File: src/hdl/wsd_pkg.sv
// ----------------------------------------------------------------------------
// wsd_pkg
// Types and constants shared by the WebSocket frame deframer modules.
// ----------------------------------------------------------------------------
package wsd_pkg;

   localparam logic [6:0] LEN_EXT16 = 7'd126;
   localparam logic [6:0] LEN_EXT64 = 7'd127;
   localparam logic [3:0] OPC_CLOSE = 4'h8;
   localparam logic [3:0] OPC_DATA_MAX = 4'h2;

   typedef enum logic [2:0] {
      PH_HDR0,
      PH_HDR1,
      PH_EXT_HI,
      PH_EXT_LO,
      PH_KEY,
      PH_PAYLOAD
   } phase_type;

   typedef enum logic [1:0] {
      KIND_PAYLOAD = 2'd0,
      KIND_CLOSE   = 2'd1,
      KIND_ERROR   = 2'd2
   } kind_type;

   typedef struct packed {
      logic       valid;
      kind_type   kind;
      logic [7:0] payload_byte;
      logic       end_of_message;
   } result_type;

endpackage

File: src/hdl/wsd_parser.sv
// ----------------------------------------------------------------------------
// wsd_parser
// Frame header decoder and payload unmasking; one byte per enabled cycle.
// ----------------------------------------------------------------------------
module wsd_parser (
   input  logic                clock,
   input  logic                reset,
   input  logic                step_en,
   input  logic [7:0]          rx_byte,
   output wsd_pkg::result_type result
);
   import wsd_pkg::*;

   phase_type       phase_ff, phase_in;
   logic [3:0]      opcode_ff, opcode_in;
   logic            mask_ff, mask_in;
   logic [3:0][7:0] key_ff, key_in;
   logic [1:0]      kidx_ff, kidx_in;
   logic [15:0]     left_ff, left_in;
   logic            stopped_ff, stopped_in;

   always_ff @(posedge clock) begin
      if (reset) begin
         phase_ff   <= PH_HDR0;
         opcode_ff  <= '0;
         mask_ff    <= 1'b0;
         key_ff     <= '0;
         kidx_ff    <= '0;
         left_ff    <= '0;
         stopped_ff <= 1'b0;
      end else if (step_en) begin
         phase_ff   <= phase_in;
         opcode_ff  <= opcode_in;
         mask_ff    <= mask_in;
         key_ff     <= key_in;
         kidx_ff    <= kidx_in;
         left_ff    <= left_in;
         stopped_ff <= stopped_in;
      end
   end

   always_comb begin
      logic        after_len;
      logic        hdr_done;
      logic        finish;
      logic [15:0] len_val;
      logic [15:0] left_dec;
      phase_in   = phase_ff;
      opcode_in  = opcode_ff;
      mask_in    = mask_ff;
      key_in     = key_ff;
      kidx_in    = kidx_ff;
      left_in    = left_ff;
      stopped_in = stopped_ff;
      result     = '{valid: 1'b0, kind: KIND_PAYLOAD, payload_byte: 8'h00,
                     end_of_message: 1'b0};
      after_len  = 1'b0;
      hdr_done   = 1'b0;
      finish     = 1'b0;
      len_val    = left_ff;
      left_dec   = left_ff - 16'd1;

      if (!stopped_ff) begin
         unique case (phase_ff)
            PH_HDR1: begin
               mask_in = rx_byte[7];
               key_in  = '0;
               if (rx_byte[6:0] == LEN_EXT64) begin
                  stopped_in = 1'b1;
                  phase_in   = PH_HDR0;
                  result     = '{valid: 1'b1, kind: KIND_ERROR, payload_byte: 8'h00,
                                 end_of_message: 1'b1};
               end else if (rx_byte[6:0] == LEN_EXT16) begin
                  phase_in = PH_EXT_HI;
               end else begin
                  len_val   = {9'd0, rx_byte[6:0]};
                  left_in   = len_val;
                  after_len = 1'b1;
               end
            end
            PH_EXT_HI: begin
               left_in  = {rx_byte, 8'h00};
               phase_in = PH_EXT_LO;
            end
            PH_EXT_LO: begin
               len_val   = {left_ff[15:8], rx_byte};
               left_in   = len_val;
               after_len = 1'b1;
            end
            PH_KEY: begin
               key_in[kidx_ff] = rx_byte;
               if (kidx_ff == 2'd3) begin
                  hdr_done = 1'b1;
               end else begin
                  kidx_in = kidx_ff + 2'd1;
               end
            end
            PH_PAYLOAD: begin
               kidx_in = kidx_ff + 2'd1;
               left_in = left_dec;
               if (opcode_ff <= OPC_DATA_MAX) begin
                  result = '{valid: 1'b1, kind: KIND_PAYLOAD,
                             payload_byte: rx_byte ^ key_ff[kidx_ff],
                             end_of_message: (left_dec == 16'd0)};
                  if (left_dec == 16'd0) begin
                     phase_in = PH_HDR0;
                  end
               end else if (left_dec == 16'd0) begin
                  finish = 1'b1;
               end
            end
            default: begin
               opcode_in = rx_byte[3:0];
               phase_in  = PH_HDR1;
            end
         endcase

         if (after_len) begin
            if (mask_in) begin
               kidx_in  = 2'd0;
               phase_in = PH_KEY;
            end else begin
               hdr_done = 1'b1;
            end
         end
         if (hdr_done) begin
            kidx_in = 2'd0;
            if (len_val == 16'd0) begin
               finish = 1'b1;
            end else begin
               phase_in = PH_PAYLOAD;
            end
         end
         if (finish) begin
            phase_in = PH_HDR0;
            if (opcode_ff == OPC_CLOSE) begin
               stopped_in = 1'b1;
               result     = '{valid: 1'b1, kind: KIND_CLOSE, payload_byte: 8'h00,
                              end_of_message: 1'b1};
            end
         end
      end
   end

`ifndef ASSERT_OFF
   a_stop_sticky: assert property (@(posedge clock) disable iff (reset)
      stopped_ff |=> stopped_ff)
      else $error("stopped flag cleared without reset");
   a_no_result_stopped: assert property (@(posedge clock) disable iff (reset)
      stopped_ff |-> !result.valid)
      else $error("result produced after close or error");
   a_payload_left: assert property (@(posedge clock) disable iff (reset)
      (phase_ff == PH_PAYLOAD) |-> (left_ff != 16'd0))
      else $error("payload phase with no bytes left");
   a_final_eom: assert property (@(posedge clock) disable iff (reset)
      (result.valid && result.kind != KIND_PAYLOAD) |-> result.end_of_message)
      else $error("close or error result without end of message");
`endif
endmodule

File: src/hdl/wsd_rsp_reg.sv
// ----------------------------------------------------------------------------
// wsd_rsp_reg
// Result register that holds one item until the result channel takes it.
// ----------------------------------------------------------------------------
module wsd_rsp_reg (
   input  logic                clock,
   input  logic                reset,
   input  logic                load,
   input  wsd_pkg::result_type result,
   output logic                free,
   output logic                rsp_valid,
   input  logic                rsp_ready,
   output logic [1:0]          rsp_kind,
   output logic [7:0]          rsp_payload_byte,
   output logic                rsp_end_of_message
);
   import wsd_pkg::*;

   logic       valid_ff;
   logic [1:0] kind_ff;
   logic [7:0] byte_ff;
   logic       eom_ff;

   assign free = !valid_ff || rsp_ready;

   always_ff @(posedge clock) begin
      if (reset) begin
         valid_ff <= 1'b0;
      end else if (free) begin
         valid_ff <= load && result.valid;
      end
   end

   always_ff @(posedge clock) begin
      if (free && load && result.valid) begin
         kind_ff <= result.kind;
         byte_ff <= result.payload_byte;
         eom_ff  <= result.end_of_message;
      end
   end

   assign rsp_valid          = valid_ff;
   assign rsp_kind           = kind_ff;
   assign rsp_payload_byte   = byte_ff;
   assign rsp_end_of_message = eom_ff;

endmodule

File: src/hdl/websocket_frame_deframer.sv
// ----------------------------------------------------------------------------
// websocket_frame_deframer
// Streams the unmasked payload of received WebSocket frames.
//
//   Channel  Ports                                    Direction
//   req      req_valid req_ready req_rx_byte          in
//   rsp      rsp_valid rsp_ready rsp_kind             out
//            rsp_payload_byte rsp_end_of_message
//
// One item per cycle while the result is not stalled: a byte goes from the
// input register through the header decoder into the result register, so
// its result is valid once it has passed both registers. Reset clears all
// control state. A stalled result holds the result register; the input
// register takes one more item, then req_ready falls until the result is taken.
// ----------------------------------------------------------------------------
module websocket_frame_deframer (
   input  logic       clock,
   input  logic       reset,
   input  logic       req_valid,
   output logic       req_ready,
   input  logic [7:0] req_rx_byte,
   output logic       rsp_valid,
   input  logic       rsp_ready,
   output logic [1:0] rsp_kind,
   output logic [7:0] rsp_payload_byte,
   output logic       rsp_end_of_message
);
   import wsd_pkg::*;

   logic       in_valid_ff;
   logic [7:0] in_byte_ff;
   logic       out_free;
   logic       advance;
   result_type result;

   assign advance   = in_valid_ff && out_free;
   assign req_ready = !in_valid_ff || advance;

   always_ff @(posedge clock) begin
      if (reset) begin
         in_valid_ff <= 1'b0;
      end else if (req_ready) begin
         in_valid_ff <= req_valid;
      end
   end

   always_ff @(posedge clock) begin
      if (req_ready && req_valid) begin
         in_byte_ff <= req_rx_byte;
      end
   end

   wsd_parser u_parser (
      .clock   (clock),
      .reset   (reset),
      .step_en (advance),
      .rx_byte (in_byte_ff),
      .result  (result)
   );

   wsd_rsp_reg u_rsp_reg (
      .clock              (clock),
      .reset              (reset),
      .load               (advance),
      .result             (result),
      .free               (out_free),
      .rsp_valid          (rsp_valid),
      .rsp_ready          (rsp_ready),
      .rsp_kind           (rsp_kind),
      .rsp_payload_byte   (rsp_payload_byte),
      .rsp_end_of_message (rsp_end_of_message)
   );

`ifndef ASSERT_OFF
   a_held_input: assert property (@(posedge clock) disable iff (reset)
      (in_valid_ff && !out_free) |=> (in_valid_ff && $stable(in_byte_ff)))
      else $error("input item lost while result stalled");
   a_ready_when_empty: assert property (@(posedge clock) disable iff (reset)
      !in_valid_ff |-> req_ready)
      else $error("input refused with empty input register");
   a_held_result: assert property (@(posedge clock) disable iff (reset)
      (rsp_valid && !rsp_ready) |=> (rsp_valid &&
         $stable({rsp_kind, rsp_payload_byte, rsp_end_of_message})))
      else $error("result item changed while stalled");
`endif
endmodule
File: config.mk
export PLATFORM = sky130hd
export DESIGN_NAME = websocket_frame_deframer
export DESIGN_NICKNAME = d
export VERILOG_FILES = /design/src/hdl/wsd_pkg.sv /design/src/hdl/wsd_parser.sv /design/src/hdl/wsd_rsp_reg.sv /design/src/hdl/websocket_frame_deframer.sv
export SDC_FILE = /design/constraint.sdc
export NUM_CORES = 1
export LEC_CHECK = 0
export BUFFER_PORTS_ARGS = -buffer_cell sky130_fd_sc_hd__buf_2
export CORE_UTILIZATION = 55
export CTS_CLUSTER_DIAMETER = 50
export DETAILED_ROUTE_END_ITERATION = 8
export HOLD_SLACK_MARGIN = 0.12
export PLACE_DENSITY_LB_ADDON = 0.3
export SETUP_SLACK_MARGIN = 0.3
export SYNTH_ARGS = -nofsm -noshare
export SYNTH_HDL_FRONTEND = slang
export SYNTH_SLANG_ARGS = --single-unit
File: constraint.sdc
create_clock -name clock -period 4.04 [get_ports clock]
set_clock_uncertainty 0.15 [all_clocks]
set_input_delay 0.202 -clock clock [delete_from_list [all_inputs] [get_ports clock]]
set_output_delay 0.202 -clock clock [all_outputs]
set_load 0.02 [all_outputs]
==> flow_metrics.py <==
metrics = {
    "status": {
        "outcome": "finished clean",
    },
    "synth": {
        "synth_top_area_cell": "dfxtp_1",
        "synthArstFlopShare_pct": 0,
        "ys_ff_latch": 80,
        "synth_common_cells": "92 x nor2_1, 61 x dfxtp_1, 42 x a22oi_1, 37 x clkbuf_1, 29 x o21ai_0",
        "synth_cell_type_count": 66,
        "synth_edf_count": 19,
        "yosys_warnings": 0,
        "syn_area_per_cell_um2": 8.67,
        "ys_seq_area_share_pct": 40.0,
        "yosys.area.top_type_share_pct": 27.2,
        "synth_top_cells_by_area": "dfxtp_1 27%, edfxtp_1 13%, nor2_1 7.7%",
        "syn_area_mm2": 0.00448,
        "yosys.cell_count.top_type": "nor2_1",
        "syn_inst": 517,
        "synth-main-ff-cell": "dfxtp_1",
        "synth_nets": 537,
    },
    "layout": {
        "area_growth_pct": 9.60,
        "regArea_mm2": 0.00179,
        "n_fill_cell": 653,
        "diodes": 0,
        "multi_input_area_mm2": 0.00246,
        "fin_cells": 631,
        "drive_above_1_share_pct": 13.0,
        "fin_util_pct": 62.9,
        "fin_nets": 544,
    },
    "worst_setup_path": {
        "r2r_start": "u_parser.left_ff[0]",
        "reg2reg_slack_ns": 0.84,
        "critPathLaunchType": "register",
        "path_max_fanout": 11,
        "arrival_ns": 3.11,
        "end_kind": "register",
        "criticalPathCategory": "register to register",
        "rr_endpoint": "u_rsp_reg.rsp_end_of_message",
        "required_ns": 3.95,
        "reg2reg_depth": 10,
    },
    "cts": {
        "clock_sinks": 80,
        "ctsResizeCount": 0,
        "ctsLongestPathBuffers": 2,
        "htreeDepth": 3,
        "postCtsHoldBufs": 11,
        "cts_root_buf": "clkbuf_8",
        "cts.clk_slew.worst_paths_ns": 0.09,
        "clk_latency_ns": 0.36,
        "cts_tree": "done",
        "post_cts_buffers": 0,
        "numCtsBuffers": 9,
    },
    "sta": {
        "fmax_mhz": 312,
        "fin_crit_ns": 3.20,
        "worst_pin_slew_ns": 1.14,
        "rsz0062_at_grt": "no",
        "min_period_over_period_pct": 79.3,
        "fin_setup_tns_ns": 0,
        "slew_headroom_pct": 23.7,
        "hold_viol": 0,
        "finalSetupViolCount": 0,
        "slew_viol_final": 0,
    },
    "grt": {
        "grt_pass1_wl_um": 18100,
        "grt_max_degree": 61,
        "antenna_found_initial": 0,
        "grt_usage_pct": 27.3,
        "grt-ovfl-total": 0,
        "grt_pass1_vias": 3649,
    },
    "pwr": {
        "ir_worst_vdd_mv": 0.222,
        "power_uw": 1670,
        "power_density_mw_per_mm2": 339,
        "power_leakage_uw": 0.00179,
    },
    "placed_design": {
        "dp.cells": 604,
        "dp_hpwl_um": 7510,
        "place_congestion": 1.00,
        "numPortBuffers": 24,
    },
    "die": {
        "core_area_mm2": 0.00781,
        "row_count": 32,
        "io_pins": 25,
        "fp.dieW_um": 92.3,
        "die_area_mm2": 0.00852,
        "start_util_pct": 57.4,
        "die_h_um": 92.3,
    },
    "route": {
        "firstDrtPassIters": 5,
        "vias": 4071,
        "drt_wl_total_um": 11200,
        "route.detailed.drc": 0,
        "drtAntennaViolNets": 0,
        "drtIter0Drc": 488,
        "via_per_inst": 6.45,
        "routedWlPerCell_um": 17.8,
    },
    "min_path": {
        "holdCritPathClass": "register to register",
        "worstHoldEndpoint": "u_parser.key_ff[20]",
        "hp-start": "u_parser.key_ff[20]",
        "holdPathStages": 2,
    },
    "run": {
        "timing.max_cap.violations": 0,
    },
}
==> sequential cells by signal (all words and copies together) (netlist names) <==
signal / cells
u_rsp_reg.rsp_valid: 1
u_parser.phase_ff: 3
u_rsp_reg.rsp_kind: 2
u_parser.key_ff: 32
in_valid_ff: 1
u_parser.mask_ff: 1
u_parser.left_ff: 16
in_byte_ff: 8
u_parser.opcode_ff: 4
u_rsp_reg.rsp_end_of_message: 1
u_parser.kidx_ff: 2
u_parser.stopped_ff: 1
u_rsp_reg.rsp_payload_byte: 8
==> how the worst max path moves through the flow <==
stage | start | end | slack, ns | cells after the start
after floorplan | u_parser.left_ff[1] | u_rsp_reg.rsp_end_of_message | 0.78 | 10
after global placement | u_parser.left_ff[0] | u_rsp_reg.rsp_payload_byte[1] | 0.98 | 10
after detailed placement | u_parser.left_ff[0] | u_rsp_reg.rsp_payload_byte[1] | 0.92 | 10
after CTS | u_parser.left_ff[0] | u_rsp_reg.rsp_end_of_message | 0.88 | 10
after global routing | u_parser.left_ff[0] | u_rsp_reg.rsp_kind[1] | 0.74 | 10
final | u_parser.left_ff[0] | u_rsp_reg.rsp_end_of_message | 0.84 | 10
==> per-stage QoR <==
| step | instance area (um2) | hold slack [ns] | worst slack (ns) |
|---|---|---|---|
| after floorplan | 4480 | 0.151 | 0.780 |
| after global placement | 4580 | 0.228 | 0.976 |
| after detailed placement | 4580 | 0.230 | 0.924 |
| after CTS | 4910 | 0.360 | 0.883 |
| after global routing | 4910 | 0.385 | 0.744 |
| final | 4910 | 0.354 | 0.837 |
==> layout make-up <==
class                   instances  area share (%)
multi-input cells             383            50.1
flip-flops and latches         80            36.5
repair buffers                 41            5.60
clock buffers                  11            3.54
well taps                     102            2.60
clock inverters                 5           0.993
inverters                       9           0.688
==> critical path, stage by stage (launching register included) <==
cell,delay [ns]
dfxtp_1,0.41
inv_1,0.12
ha_1,0.28
or3b_2,0.55
nor4b_1,0.27
o21ai_1,0.11
a21boi_4,0.16
nor4_1,0.29
o21bai_1,0.16
a31oi_1,0.18
buf_4,0.22
==> report_power, final <==
group          internal (uW)  switching (uW)
Combinational           66.6            97.9
Clock                    314             329
Sequential               828            30.7
Total                   1210             457
==> cells by family (layout without fill, tap and decap cells) <==
family          Yosys count  in the layout  share of synthesized area (%)
compound gates          140            140                           21.2
xor+xnor                 17             17                           3.32
fa+ha+maj                 8              8                           2.23
buf+inv                  54             66                           5.11
flops                    80             80                           40.0
mux                      12             12                           4.91
simple gates            206            206                           23.2
==> placed cells by master, fill, tap and decap left out, types with 6 or more instances in the layout <==
master / instances
mux4_2: 8
and2_1: 7
buf_4: 6
dfxtp_1: 61
clkbuf_8: 9
ha_1: 8
a21oi_1: 24
o21ai_1: 7
nand3_1: 11
nor3_1: 10
nand4_1: 8
inv_1: 8
nand2_1: 23
buf_2: 24
dlygate4sd3_1: 11
nand2b_1: 10
a22oi_1: 42
nor2_1: 92
nor4_1: 8
xnor2_1: 13
o21ai_0: 29
edfxtp_1: 19
==> routing by layer <==
layer	wire length, um	share of wire [%]	up-vias	global-route usage (%)
met5	0	0	-	0
met4	214	1.9	0	10.3
met3	1020	9.1	24	5.14
met2	5030	45	228	41.9
met1	4940	44	1918	38.2
li1	-	-	1901	-
Power figures use the tool's default switching activity.
